File: src/rtl/uspc_ram.sv
`timescale 1ns / 1ps
module uspc_ram #(
    parameter int Width = 8,
    parameter int Depth = 64
) (
    input  logic                     i_clk,
    input  logic                     i_we,
    input  logic [$clog2(Depth)-1:0] i_waddr,
    input  logic [Width-1:0]         i_wdata,
    input  logic [$clog2(Depth)-1:0] i_raddr,
    output logic [Width-1:0]         o_rdata
);
    logic [Width-1:0] r_mem [Depth];
    always_ff @(posedge i_clk) begin
        if (i_we) begin
            r_mem[i_waddr] <= i_wdata;
        end
        o_rdata <= r_mem[i_raddr];
    end
endmodule

File: config.mk
export PLATFORM = sky130hd
export DESIGN_NAME = uspc_ram
export DESIGN_NICKNAME = d
export VERILOG_FILES = /design/src/rtl/uspc_ram.sv
export SDC_FILE = /design/constraint.sdc
export NUM_CORES = 1
export LEC_CHECK = 0
export CORE_MARGIN = 2
export CORE_UTILIZATION = 60
export CTS_CLUSTER_SIZE = 14
export DETAILED_ROUTE_END_ITERATION = 10
export DONT_BUFFER_PORTS = 1
export PLACE_DENSITY = 0.76
export SLEW_MARGIN = 15
export SYNTH_ARGS = -nofsm -noshare
export SYNTH_HDL_FRONTEND = slang
export SYNTH_SLANG_ARGS = --single-unit
File: constraint.sdc
create_clock -name i_clk -period 5.5 [get_ports i_clk]
set_input_delay 0.275 -clock i_clk [delete_from_list [all_inputs] [get_ports i_clk]]
set_output_delay 0.275 -clock i_clk [all_outputs]
set_load 0.005 [all_outputs]
== Word-level counts from Yosys, hierarchy flattened ==
Memories as Yosys holds them, arrays and structs flattened. A register that Yosys moved wholly into a read port is not among the register bits.
Cells that the tools add are included.
W data, S select, Z words.

* Bits in writable memories: 512
* Output and inout port bits: 8
* Memories: 1
* Input port bits: 22
* Logic and storage cells: 3
* Register bits after elaboration: 0

{| class="wikitable"
|+ Memories
! name !! depth !! width !! rd ports !! clocked after Yosys merged registers in !! wr ports !! RTL line !! source
|-
| r_mem || 64 || 8 || 1 || 1 || 1 || 13 || <nowiki>logic [Width-1:0] r_mem [Depth];</nowiki>
|}

* Multiplexer cells: 2

{| class="wikitable"
|+ Operators by type and width
! kind !! number
|-
| $mux W1 || 2
|}

== Depth between registers and ports, before layout ==
* Depth in word-level cells: 2
* Mapped depth: 9
* Depth with buffers taken out: 5

== Worst setup path before layout ==
OpenSTA, ideal clock, no wires.

* Path kind: input-to-reg
* Start: in i_raddr[1]
* End: reg o_rdata[3] (read register of r_mem)
* Data required time: 5.372 ns
* Setup time: 0.128 ns
* Arrival time: 1.815 ns
* Slack: 3.557 ns
* Path buffers: 3
* Cell stages on the path: 7
* Cell sequence: buf_4 buf_2 buf_2 mux4_2 mux4_2 o21ai_1 o41ai_1

{| class="wikitable"
|+ RTL lines
! item !! RTL line !! source
|-
| start, declared || 10 || <nowiki>input logic [$clog2(Depth)-1:0] i_raddr,</nowiki>
|-
| end, declared || 11 || <nowiki>output logic [Width-1:0] o_rdata</nowiki>
|}

==> flow_summary.yaml <==
status:
  status: "finished clean"
routing:
  drt_iter0_markers: 1269
  antenna_left: 0
  wl_per_cell_um: 29.4
  drt_wl_total_um: 42400
  num_vias: 9628
  drc: 0
  firstDrtPassIters: 5
  vias_per_cell: 6.67
global_route:
  grt_pass1_vias: 9868
  gr-total-overflow: 0
  grt_util_all_layers_pct: 24.9
  grt_pass1_wl_um: 63900
  grt_max_degree: 138
  antenna_found_initial: 0
setup_path:
  critPathArrivalTime_ns: 2.98
  cp_max_fo: 1
  critical_path_class: "flop to flop"
  required_ns: 5.94
  critPathCaptureType: "flop"
  critPathLaunchType: "flop"
final_layout:
  final_net_count: 979
  final_common_cell: "edfxtp_1"
  drive_above_1_share_pct: 21.8
  layout_common_cells: "edfxtp_1 (512), mux4_2 (126), nor2_1 (83)"
  syn2layout_area_growth_pct: 10.5
  antenna_cells: 0
pwr:
  switching_power_mw: 1.56
  p_clk_share_pct: 40.8
  switching_share_pct: 19.5
  power_mw: 7.97
  p_int_mw: 6.41
  leakagePower_nw: 6.86
  p_comb_share_pct: 4.0
  power.density_nw_per_um2: 358
  power_frac_seq_pct: 55.2
  ir_drop_mv: 0.248
clocking:
  clock_latency_ns: 0.56
  cts_buffer_depth: 3
  cts_tree: "done"
  cts_buffers: 49
  htree_levels: 2
  cts_root_buf: "clkbuf_16"
  numClockSinks: 520
  clk_pin_slew_worst_paths_ns: 0.06
  ctsResizeCount: 0
job:
  cap_violations: 0
synthesis:
  ys_warn_count: 0
  synth.distinct_cells: 40
  synthesis.nets: 962
  synth_edf_count: 512
  synth-seq-area-share_pct: 77.0
  syn_avg_cell_area_um2: 21.5
  synthCells: 940
  async_reset_ff_share_pct: 0
  syn_area_um2: 20200
  ys.flop_type: "edfxtp_1"
  ys_ff_latch: 520
sta:
  fin_crit_ns: 2.54
  finalCritPeriodShare_pct: 46.2
  final_hold_viol_count: 0
  rsz0062_at_grt: "false"
  slew_headroom_pct: 34.9
  final-max-slew-violation-count: 0
  fin_worst_skew_ns: 0.0161
  worst_slew_pin_slew_ns: 0.973
  setup_viol: 0
  tns_ns: 0
  fmax_mhz: 394
floorplan:
  dieHeight_um: 187
  rows: 67
  start_util_pct: 60.6
  die_w_um: 187
  die-area_um2: 35100
  io_pins: 30
  core_area_um2: 33300
place:
  io_buffers: 0
  dp_hpwl_um: 23600
  place_congestion: 0.840
min_path:
  hold_path_class: "input pin to flop"
-- final cells by class --
class | count | area (um^2)
clock buffers | 61 | 1310
repair buffers | 17 | 310
clock inverters | 29 | 231
fillers | 2026 | 11000
multi-input cells | 369 | 4330
flip-flops and latches | 520 | 15500
well taps | 448 | 561
-- critical path: stages, from the launching register on --
cell and delay, ns:
edfxtp_1 0.36, mux4_2 0.53, mux4_2 0.54, nor2_1 0.19
nor3_1 0.07, o2bb2ai_1 0.15, dlygate4sd3_1 0.58
-- repair_timing --
item | in CTS | in global routing
buffers inserted | 0 | 0
hold buffers | 16 | 1
endpoints found under the hold margin | 522 | 2
-- routing by layer --
metal | track usage, % | vias to the layer above | share of wire, %
li1 | - | 3959 | -
met1 | 35.9 | 5012 | 39
met2 | 39.4 | 569 | 49
met3 | 4.90 | 88 | 9.5
met4 | 7.63 | 0 | 2.7
met5 | 0 | - | 0
-- kinds of logic after synthesis --
kind of cell / synth area share [%]
DFF: 77.0
and+or+nand+nor: 3.39
muxes: 15.9
AOI/OAI and AO/OA: 2.07
buffers and inverters: 1.57
-- metrics by stage --
stage / instance area [um^2] / hold WS, ns / utilization (%) / cells / setup slack, ns
floorplan: 20200 / 0.374 / - / 940 / 3.56
global placement: 20400 / 0.380 / 61.3 / 1337 / 3.35
detailed placement: 20400 / 0.379 / 61.3 / 1337 / 3.26
CTS: 22300 / 0.00733 / 66.9 / 1443 / 2.99
global route: 22300 / 0.000993 / 66.9 / 1444 / 2.93
finish: 22300 / 0.000239 / 66.9 / 1444 / 2.96
-- sequential cells by signal, summed over array words and instances (netlist names) --
register,flops
r_mem,512
o_rdata,8
-- synth_stat cells, drive strengths merged, types with 2 or more instances --
cell	n	area share [%]
edfxtp	512	76
mux4	126	14
nor2	83	1.5
buf	34	1.3
mux2i	23	1.1
nand2	19	0.35
clkbuf	17	0.32
nor2b	14	0.43
mux2	13	0.73
nand3	13	0.32
dfxtp	8	0.79
o221ai	8	0.35
o22ai	8	0.25
nand2b	7	0.22
nor3	7	0.17
a221oi	6	0.26
a211oi	4	0.15
o21ai	4	0.099
a21oi	3	0.074
a22oi	3	0.11
nand3b	3	0.11
o2111ai	3	0.13
o2bb2ai	3	0.13
a2111oi	2	0.087
nand4	2	0.062
nor4	2	0.062
o21a	2	0.074
o221a	2	0.11
o32ai	2	0.087
o41ai	2	0.087
-- power groups by stage --
stage | Combinational (mW) | Sequential (mW) | Clock (mW)
floorplan | 0.234 | 4.48 | 0
global placement | 0.224 | 4.48 | 0
detailed placement | 0.226 | 4.48 | 0
CTS | 0.316 | 4.40 | 3.29
global route | 0.334 | 4.40 | 3.43
finish | 0.317 | 4.40 | 3.25
-- final timing paths --
check | start | end | slack (ns) | cells after the start
setup / recovery | r_mem[15][1]$_DFFE_PP_ | o_rdata[1]$_DFF_P_ | 2.96 | 6
hold / removal | i_waddr[2] | r_mem[49][7]$_DFFE_PP_ | 0.0002 | 1
setup reg to reg | r_mem[15][1]$_DFFE_PP_ | o_rdata[1]$_DFF_P_ | 2.96 | 6
hold reg to reg | r_mem[34][2]$_DFFE_PP_ | o_rdata[2]$_DFF_P_ | 0.90 | 4
Power figures use the tool's default switching activity.
