### config.mk
export PLATFORM = sky130hd
export DESIGN_NAME = uspc_div
export DESIGN_NICKNAME = d
export VERILOG_FILES = /design/src/rtl/uspc_pkg.sv /design/src/rtl/uspc_div.sv
export SDC_FILE = /design/constraint.sdc
export NUM_CORES = 1
export LEC_CHECK = 0
export ABC_AREA = 1
export BUFFER_PORTS_ARGS = -buffer_cell sky130_fd_sc_hd__buf_2
export CORE_MARGIN = 4
export CORE_UTILIZATION = 50
export DETAILED_ROUTE_END_ITERATION = 7
export PLACE_DENSITY_LB_ADDON = 0.25
export SYNTH_ARGS = -nofsm -noshare
export SYNTH_HDL_FRONTEND = slang
export SYNTH_SLANG_ARGS = --single-unit
### constraint.sdc
create_clock -name i_clk -period 8.95 [get_ports i_clk]
set_clock_uncertainty 0.1 [all_clocks]
set_input_delay 0.4475 -clock i_clk [delete_from_list [all_inputs] [get_ports i_clk]]
set_output_delay 0.4475 -clock i_clk [all_outputs]
set_load 0.02 [all_outputs]
### src/rtl/uspc_pkg.sv
`timescale 1ns / 1ps
package uspc_pkg;
    localparam int MaxVerts = 64;
    localparam int IdxW = $clog2(MaxVerts);
    localparam int CntW = $clog2(MaxVerts + 1);
    localparam int VtxW = 3 * 32 + 4 * 24;
    localparam logic signed [24:0] UnitCoord = 25'sd65536;

    typedef struct packed {
        logic signed [31:0] px;
        logic signed [31:0] py;
        logic signed [31:0] pz;
        logic signed [23:0] lu;
        logic signed [23:0] lv;
        logic signed [23:0] ts;
        logic signed [23:0] tt;
    } t_vtx;

    function automatic logic plane_inside(input logic [1:0] plane, input t_vtx v);
        logic r;
        unique case (plane)
            2'd0: r = 25'(v.tt) < UnitCoord;
            2'd1: r = v.ts > 24'sd0;
            2'd2: r = 25'(v.ts) < UnitCoord;
            default: r = v.tt > 24'sd0;
        endcase
        return r;
    endfunction
endpackage

### src/rtl/uspc_div.sv
`timescale 1ns / 1ps
// Restoring signed divider, one quotient bit per cycle, truncating toward zero.
module uspc_div import uspc_pkg::*; (
    input  logic               i_clk,
    input  logic               i_rst_n,
    input  logic               i_start,
    input  logic signed [63:0] i_num,
    input  logic signed [25:0] i_den,
    output logic               o_done,
    output logic signed [63:0] o_quo
);
    logic [63:0] r_q, n_q;
    logic [64:0] r_rem, n_rem;
    logic [25:0] r_d;
    logic        r_neg, r_busy;
    logic [6:0]  r_cnt;
    logic [64:0] w_sh;
    logic [63:0] w_an;

    assign w_an = i_num[63] ? 64'(-i_num) : 64'(i_num);
    always_comb begin
        w_sh  = {r_rem[63:0], r_q[63]};
        n_q   = {r_q[62:0], 1'b0};
        n_rem = w_sh;
        if (w_sh >= 65'(r_d)) begin
            n_rem = w_sh - 65'(r_d);
            n_q[0] = 1'b1;
        end
    end
    always_ff @(posedge i_clk) begin
        if (!i_rst_n) begin
            r_busy <= 1'b0;
            o_done <= 1'b0;
        end else begin
            o_done <= 1'b0;
            if (i_start) begin
                r_busy <= 1'b1;
                r_cnt  <= 7'd0;
                r_q    <= w_an;
                r_rem  <= '0;
                r_d    <= i_den[25] ? 26'(-i_den) : 26'(i_den);
                r_neg  <= i_num[63] ^ i_den[25];
            end else if (r_busy) begin
                r_q   <= n_q;
                r_rem <= n_rem;
                r_cnt <= r_cnt + 7'd1;
                if (r_cnt == 7'd63) begin
                    r_busy <= 1'b0;
                    o_done <= 1'b1;
                end
            end
        end
    end
    assign o_quo = r_neg ? -$signed(r_q) : $signed(r_q);
endmodule

Word level (Yosys, flattened, before mapping)
Index checks and enable logic that the tools add are counted.

word-level totals
  output and inout port bits = 65
  register bits = 164
  word-level logic and storage cells = 35
  bits of input ports = 93

operators by class
  bitwise gates (word level) = 3
  order comparisons = 1
  reduce and logical (&&, ||, !) cells = 4
  $add $sub $neg = 5
  multiplexer cells = 13
  eq/ne operators = 1

operators by type and width
  cell                 count
  $mux 64              6
  $neg 64->64          2
  $ge 65x26->1         1
  $sub 64x26->64       1
  $neg 26->26          1
  $mux 25              1
  $add 7x1->7 const B  1
  $eq 7x6->1 const B   1
  $mux 7               1
  $mux 1               5
  $reduce_and 2->1     2
  $reduce_or 3->1      1
  $not 1->1            2
  $reduce_bool 2->1    1
  $xor 1x1->1          1

Logic depth before layout (Yosys ltp)
Gate-level depths: netlist of run 1.

  depth in word-level cells = 4
  depth in mapped cells = 16
  gate-level depth less buffers = 16

Worst setup path before layout of run 1
No wires, ideal clock.

  kind = input to register
  from = input port i_start
  to = register r_busy
  arrival time = 8192 ps
  setup slack = 574 ps
  buffers on the path = 2
  library setup time = 84 ps
  required time = 8766 ps
  cell stages on the path = 6
  cell sequence = clkbuf_1 -> inv_1 -> clkbuf_1 -> a21oi_1 -> o21ai_0 -> inv_1

between the ends
  cells in the longest elaborated chain, start to end = 1

ends and longest elaborated chain
  element                 line            source
  start: declaration      uspc_div.sv:6   input logic i_start,
  $mux 1                  uspc_div.sv:36  if (i_start) begin
  end signal: assignment  uspc_div.sv:32  r_busy <= 1'b0;
  end signal: assignment  uspc_div.sv:37  r_busy <= 1'b1;
  end signal: assignment  uspc_div.sv:48  r_busy <= 1'b0;
  end: declaration        uspc_div.sv:15  logic r_neg, r_busy;

No other way between the ends.
A chain may end at the register's enable or synchronous reset.

Worst setup path in the final report of run 1
  from = register r_q[0]
  to = output port o_quo[38]

between the ends
  cells in the longest elaborated chain, start to end = 2

ends and longest elaborated chain
  element                   line            source
  start: declaration        uspc_div.sv:12  logic [63:0] r_q, n_q;
  start signal: assignment  uspc_div.sv:39  r_q <= w_an;
  start signal: assignment  uspc_div.sv:44  r_q <= n_q;
  $neg 64->64               uspc_div.sv:54  assign o_quo = r_neg ? -$signed(r_q) : $signed(r_q);
  $mux 64                   uspc_div.sv:54
  end: declaration          uspc_div.sv:10  output logic signed [63:0] o_quo

No other way between the ends.

==> results of run 1 <==
-- how the worst max path moves through the flow --
stage	start	end	slack (ns)	cells past startpoint
floorplan	i_start	r_busy	0.57	6
global placement	i_num[63]	r_q[63]	4.83	6
detailed placement	r_rem[7]	r_rem[25]	5.53	13
CTS	r_q[14]	o_quo[63]	5.09	12
global route	r_q[0]	o_quo[38]	4.94	11
finish	r_q[0]	o_quo[38]	5.10	11
-- kinds of logic (layout without fill, tap and decap cells) --
group,after synthesis,count (layout)
xor+xnor,140,140
fa+ha+maj,31,31
compound gates,170,170
flops,164,164
simple gates,1531,1531
buf+inv,365,508
-- registers in the layout, summed over array words and instances, names as in the netlist --
register,flops
o_done,1
r_busy,1
r_cnt,7
r_d,26
r_neg,1
r_q,64
r_rem,64
-- layer usage --
metal | routed length [um] | part of all wire (%)
met5 | 22 | 0.042
met4 | 2640 | 5.1
met3 | 3370 | 6.5
met2 | 25000 | 48
met1 | 21000 | 40
-- cells in the final DEF, fill, tap and decap left out, types with 4 or more instances in the layout --
| cell type | synthesis | routed |
|---|---|---|
| nand2_1 | 761 | 761 |
| nor2_1 | 409 | 409 |
| inv_1 | 305 | 304 |
| nand3_1 | 162 | 162 |
| edfxtp_1 | 162 | 162 |
| buf_2 | 6 | 157 |
| o21ai_0 | 104 | 104 |
| xor2_1 | 95 | 95 |
| nand4_1 | 59 | 59 |
| xnor2_1 | 45 | 45 |
| nor3_1 | 43 | 43 |
| a21oi_1 | 37 | 36 |
| ha_1 | 30 | 30 |
| nor2_2 | 28 | 28 |
| nand2_2 | 26 | 26 |
| clkbuf_16 | 0 | 17 |
| nand3b_1 | 16 | 16 |
| a31oi_1 | 9 | 9 |
| inv_2 | 7 | 8 |
| nor4_1 | 7 | 7 |
| or2_2 | 6 | 6 |
| buf_4 | 2 | 6 |
| o211ai_1 | 5 | 5 |
| o21ai_1 | 5 | 5 |
| inv_6 | 0 | 4 |
-- where the power goes --
part / leakage [uW] / switching [uW] / internal, uW
Clock: 0.000276 / 339 / 413
Sequential: 0.00158 / 46.9 / 928
Combinational: 0.00596 / 529 / 243
-- per-stage QoR --
| step | instances | setup WS (ns) | cell area, um2 |
|---|---|---|---|
| 6_report | 2934 | 5.10 | 17000 |
| 5_1_grt | 2934 | 4.94 | 17000 |
| 4_1_cts | 2934 | 5.09 | 17000 |
| 3_3_place_gp | 2902 | 4.83 | 16400 |
| 2_1_floorplan | 2401 | 0.574 | 15300 |
| 3_5_place_dp | 2903 | 5.53 | 16400 |
-- final cells by class --
type	count	area [um2]	area share, %
multi-input combinational	1872	8990	52.9
tap	390	488	2.87
timing repair buffer	164	851	5.01
inverter	313	1170	6.92
sequential	164	4900	28.9
clock inverter	14	154	0.906
clock buffer	17	425	2.50
==> results.cfg, run 1 <==
[cells_and_area]
utilization_pct = 56.7
area_growth_pct = 11.0
finalNetCount = 2656
fillers = 3046
drive_above_1_share_pct = 10.7
diodes = 0

[sta]
relSlewSlack_pct = 22.5
period_share_pct = 43.1
max_slew.worst_pin.slew_ns = 1.16
hold_violations = 0
slew_violations = 0
period_minus_slack_ns = 3.85
setup_viol = 0
setup_tns_ns = 0
grt_setup_unrepaired = no
holdWs_ns = 0.127
fmax_mhz = 259

[place]
dp_hpwl_um = 41100
portBuffers = 157
place.gp.congestion = 0.981

[cts]
cts_max_path_buffers = 2
post-cts-setup-buffers = 0
cts_buffers = 17
clkTransAtPathRegs_ns = 0.07
postCtsResizedCells = 0
clock_latency_ns = 0.46
clock_sinks = 164
cts_root_buf = clkbuf_16
ctsHoldBuffers = 0
htreeDepth = 4
cts_tree = yes

[worst_setup_path]
path_cells = inv_1 > ha_1 > nand3_1 > nor2_2 > nand2_2 > nor2_2 > nand4_1 > nand2_1 > nand3_1 > xor2_1 > buf_2
crit_fanout = 5
reg2reg_to = r_rem[25]
rr_startpoint = r_rem[7]
r2r_cells = 13
worstPathRequired_ns = 8.40
slowest_stage = edfxtp_1
cpPeakStageDelay_ns = 0.39
start_kind = flop
path_delay_family = simple AND/OR/NAND/NOR gates
end_kind = output pin
path_buf_inv = 2
path_class = reg2out
reg2reg_slack_ns = 5.55
arrival_ns = 3.31

[global_routing]
grt_overflow = 0
grt_pass1_wl_um = 80500
grt_use_met2_pct = 53.4
use_met1_pct = 37.3
use_met3_pct = 4.03
busiest_layer = met2
grt_pass1_vias = 15500
antenna_found_initial = 2
grt.total_usage_pct = 30.5
grt_max_degree = 137

[pwr]
leakagePower_uw = 0.00781
finalPower_uw = 2500
p_per_area_mw_per_mm2 = 147
peakVddDrop_mv = 0.112

[synth]
synthAdderAreaFrac_pct = 2.58
synth_top_family_by_area = simple AND/OR/NAND/NOR gates
synth-seq-cells = 164
synthMuxAreaShare_pct = 0
ys_warn_count = 0
synth_compound_area_share_pct = 5.89
synth.top_cell.area_share_pct = 31.8
synth_area_leaders = edfxtp_1 32%, nand2_1 19%, nor2_1 10%
synth_edf_count = 162
synth-main-ff-cell = edfxtp_1
synth_area_per_cell_um2 = 6.38
synth_area_mm2 = 0.0153
synthSimpleGateAreaFrac_pct = 42.2
async_flop_share_pct = 0
synth_nets = 2525
yosys.cell_count.top_type = nand2_1
synth_cell_type_count = 44
ys_seq_area_share_pct = 32.0
synth_commonest_cells = 761 x nand2_1, 409 x nor2_1, 305 x inv_1
synth_xor_area_share_pct = 8.01
synth_top_area_cell = edfxtp_1
syn_inst = 2401

[routing]
drc = 0
vias = 16000
dr.first_iter.drc_count = 1466
wirelength_um = 52000
routedWlPerCell_um = 17.7
dr.pass1.iters = 6
antenna_left = 0
via_per_inst = 5.45

[floorplanning]
num_rows = 63
die_area_mm2 = 0.0335
die_width_um = 183
core_area_mm2 = 0.0300
num_io_pins = 158
fp.dieH_um = 183
initial_core_util_pct = 51.1

[run_status]
status = complete, no violations

[worst_hold_path]
hold_depth = 1
worstHoldStart = i_den[0]
hold_class = in2reg
holdPathEnd = r_d[0]

[flow_run]
drv_cap = 0
(Power assumes the default switching activity.)
==> run 2, diff against run 1 <==
==> constraint.sdc (replaced) <==
create_clock -name i_clk -period 3.2 [get_ports i_clk]
set_clock_uncertainty 0.1 [all_clocks]
set_input_delay 0.16 -clock i_clk [delete_from_list [all_inputs] [get_ports i_clk]]
set_output_delay 0.16 -clock i_clk [all_outputs]
set_load 0.02 [all_outputs]
==> run 2 against run 1 <==
Compared with the run above:
- non-clock buffer count grew 32
- final area increased by 2.2%
- sequential share of layout area is 0.62 points lower
==> results.cfg, run 2 (synthesized netlist as in run 1, its figures left out) <==
[run_status]
status = complete, no violations

[routing]
dr.pass1.iters = 6
routedWlPerCell_um = 18.3
drc = 0
via_per_inst = 5.46
vias = 16200
antenna_left = 0
dr.first_iter.drc_count = 1402
wirelength_um = 54400

[place]
portBuffers = 157
dp_slack_ns = 0.139
place.gp.congestion = 0.978
dp_hpwl_um = 43700

[sta]
slew_violations = 0
hold_violations = 0
relSlewSlack_pct = 55.0
period_share_pct = 96.2
max_slew.worst_pin.slew_ns = 0.675
setup_slack_ns = 0.120
fmax_mhz = 325
period_minus_slack_ns = 3.08
grt_setup_unrepaired = no
setup_viol = 0

[pwr]
p_per_area_mw_per_mm2 = 413
leakagePower_uw = 0.00798
finalPower_uw = 7170
peakVddDrop_mv = 0.280

[global_routing]
antenna_found_initial = 0
grt_pass1_wl_um = 84200
grt_pass1_vias = 15800
grt_max_degree = 108
grt_overflow = 0
grt.total_usage_pct = 32.1

[cells_and_area]
drive_above_1_share_pct = 11.4
multiInputGateArea_mm2 = 0.00903
layout_commonest_cell = nand2_1
finalNetCount = 2688
utilization_pct = 58.0
fillers = 3041
seq_area_mm2 = 0.00490
area_growth_pct = 13.4
top_regs = r_q (64), r_rem (64), r_d (26)
layout_common_cells = 760 x nand2_1, 406 x nor2_1, 303 x inv_1
diodes = 0

[cts]
htreeDepth = 4
cts_root_buf = clkbuf_16
clock_latency_ns = 0.44
cts_buffers = 17
clkTransAtPathRegs_ns = 0.07
cts_tree = yes
cts_max_path_buffers = 2
clock_sinks = 164

[floorplanning]
num_rows = 63
num_io_pins = 158
core_area_mm2 = 0.0300
fp.dieH_um = 183
initial_core_util_pct = 51.1
die_width_um = 183
die_area_mm2 = 0.0335

[flow_run]
drv_cap = 0

[worst_hold_path]
hold_class = in2reg
hold_depth = 2

[worst_setup_path]
r2r_cells = 14
start_kind = flop
crit_fanout = 5
worstPathRequired_ns = 2.94
reg2reg_slack_ns = 0.24
end_kind = output pin
path_class = reg2out
arrival_ns = 2.82
run 2: changes by cell type in the layout (fill, tap and decap cells not counted), moves of 2 or more:
cell / change
buf_2: -3
buf_4: +17
dlygate4sd3_1: +17
nor2_1: -3
nor2_2: +2
run 2: layout make-up:
| cell class | count | area share, % |
|---|---|---|
| Multi-Input combinational cell | 1872 | 52.0 |
| Clock inverter | 14 | 1.02 |
| Clock buffer | 18 | 2.47 |
| Timing Repair Buffer | 196 | 6.64 |
| Inverter | 313 | 6.79 |
| Sequential cell | 164 | 28.2 |
| Tap cell | 390 | 2.81 |
run 2: path summary, 6_finish.rpt:
path | startpoint | to
worst min register to register | r_busy | o_done
worst max-delay path | r_q[1] | o_quo[30]
worst max register to register | r_q[63] | r_rem[62]
worst min-delay path | i_den[24] | r_d[24]
run 2: metal layers:
layer	wire [um]	track usage (%)	share of wire, %	up-vias
met2	27000	57.7	50	674
li1	-	-	-	7982
met3	3200	3.43	5.9	117
met1	21300	38.3	39	7427
met5	0	0	0	-
met4	2820	15.7	5.2	0
run 2: where the power goes:
group	switching (uW)	total (uW)	internal (uW)
sequential	140	2730	2590
combinational	1510	2230	712
clock	965	2210	1240
run 2: worst max-delay path, cell delays in order, from the launching register on:
cell      delay [ns]
edfxtp_1        0.40
inv_1           0.14
ha_4            0.18
nand3_2         0.14
nor2_4          0.13
nand2_2         0.13
nor2_2          0.17
nand4_1         0.19
nand2_2         0.15
nand2_1         0.11
nor2_1          0.14
xor2_1          0.30
buf_4           0.21
run 2: per-stage QoR:
step | area (um2) | setup TNS, ns | hold WS (ns) | instances
2_1_floorplan | 15400 | -4.87 | 0.159 | 2401
3_3_place_gp | 16500 | 0 | 0.308 | 2916
3_5_place_dp | 16500 | 0 | 0.311 | 2916
4_1_cts | 17300 | 0 | 0.00184 | 2966
5_1_grt | 17400 | 0 | 0.00246 | 2967
6_report | 17400 | 0 | 0.0221 | 2967
run 2: repair_timing:
action / CTS / global route
setup buffers: 1 / 1
hold buffers: 17 / 0
endpoints found under the hold margin: 17 / 0
pin swaps: 3 / 3
setup endpoints to repair: 10 / 13
gates resized for setup: 5 / 8
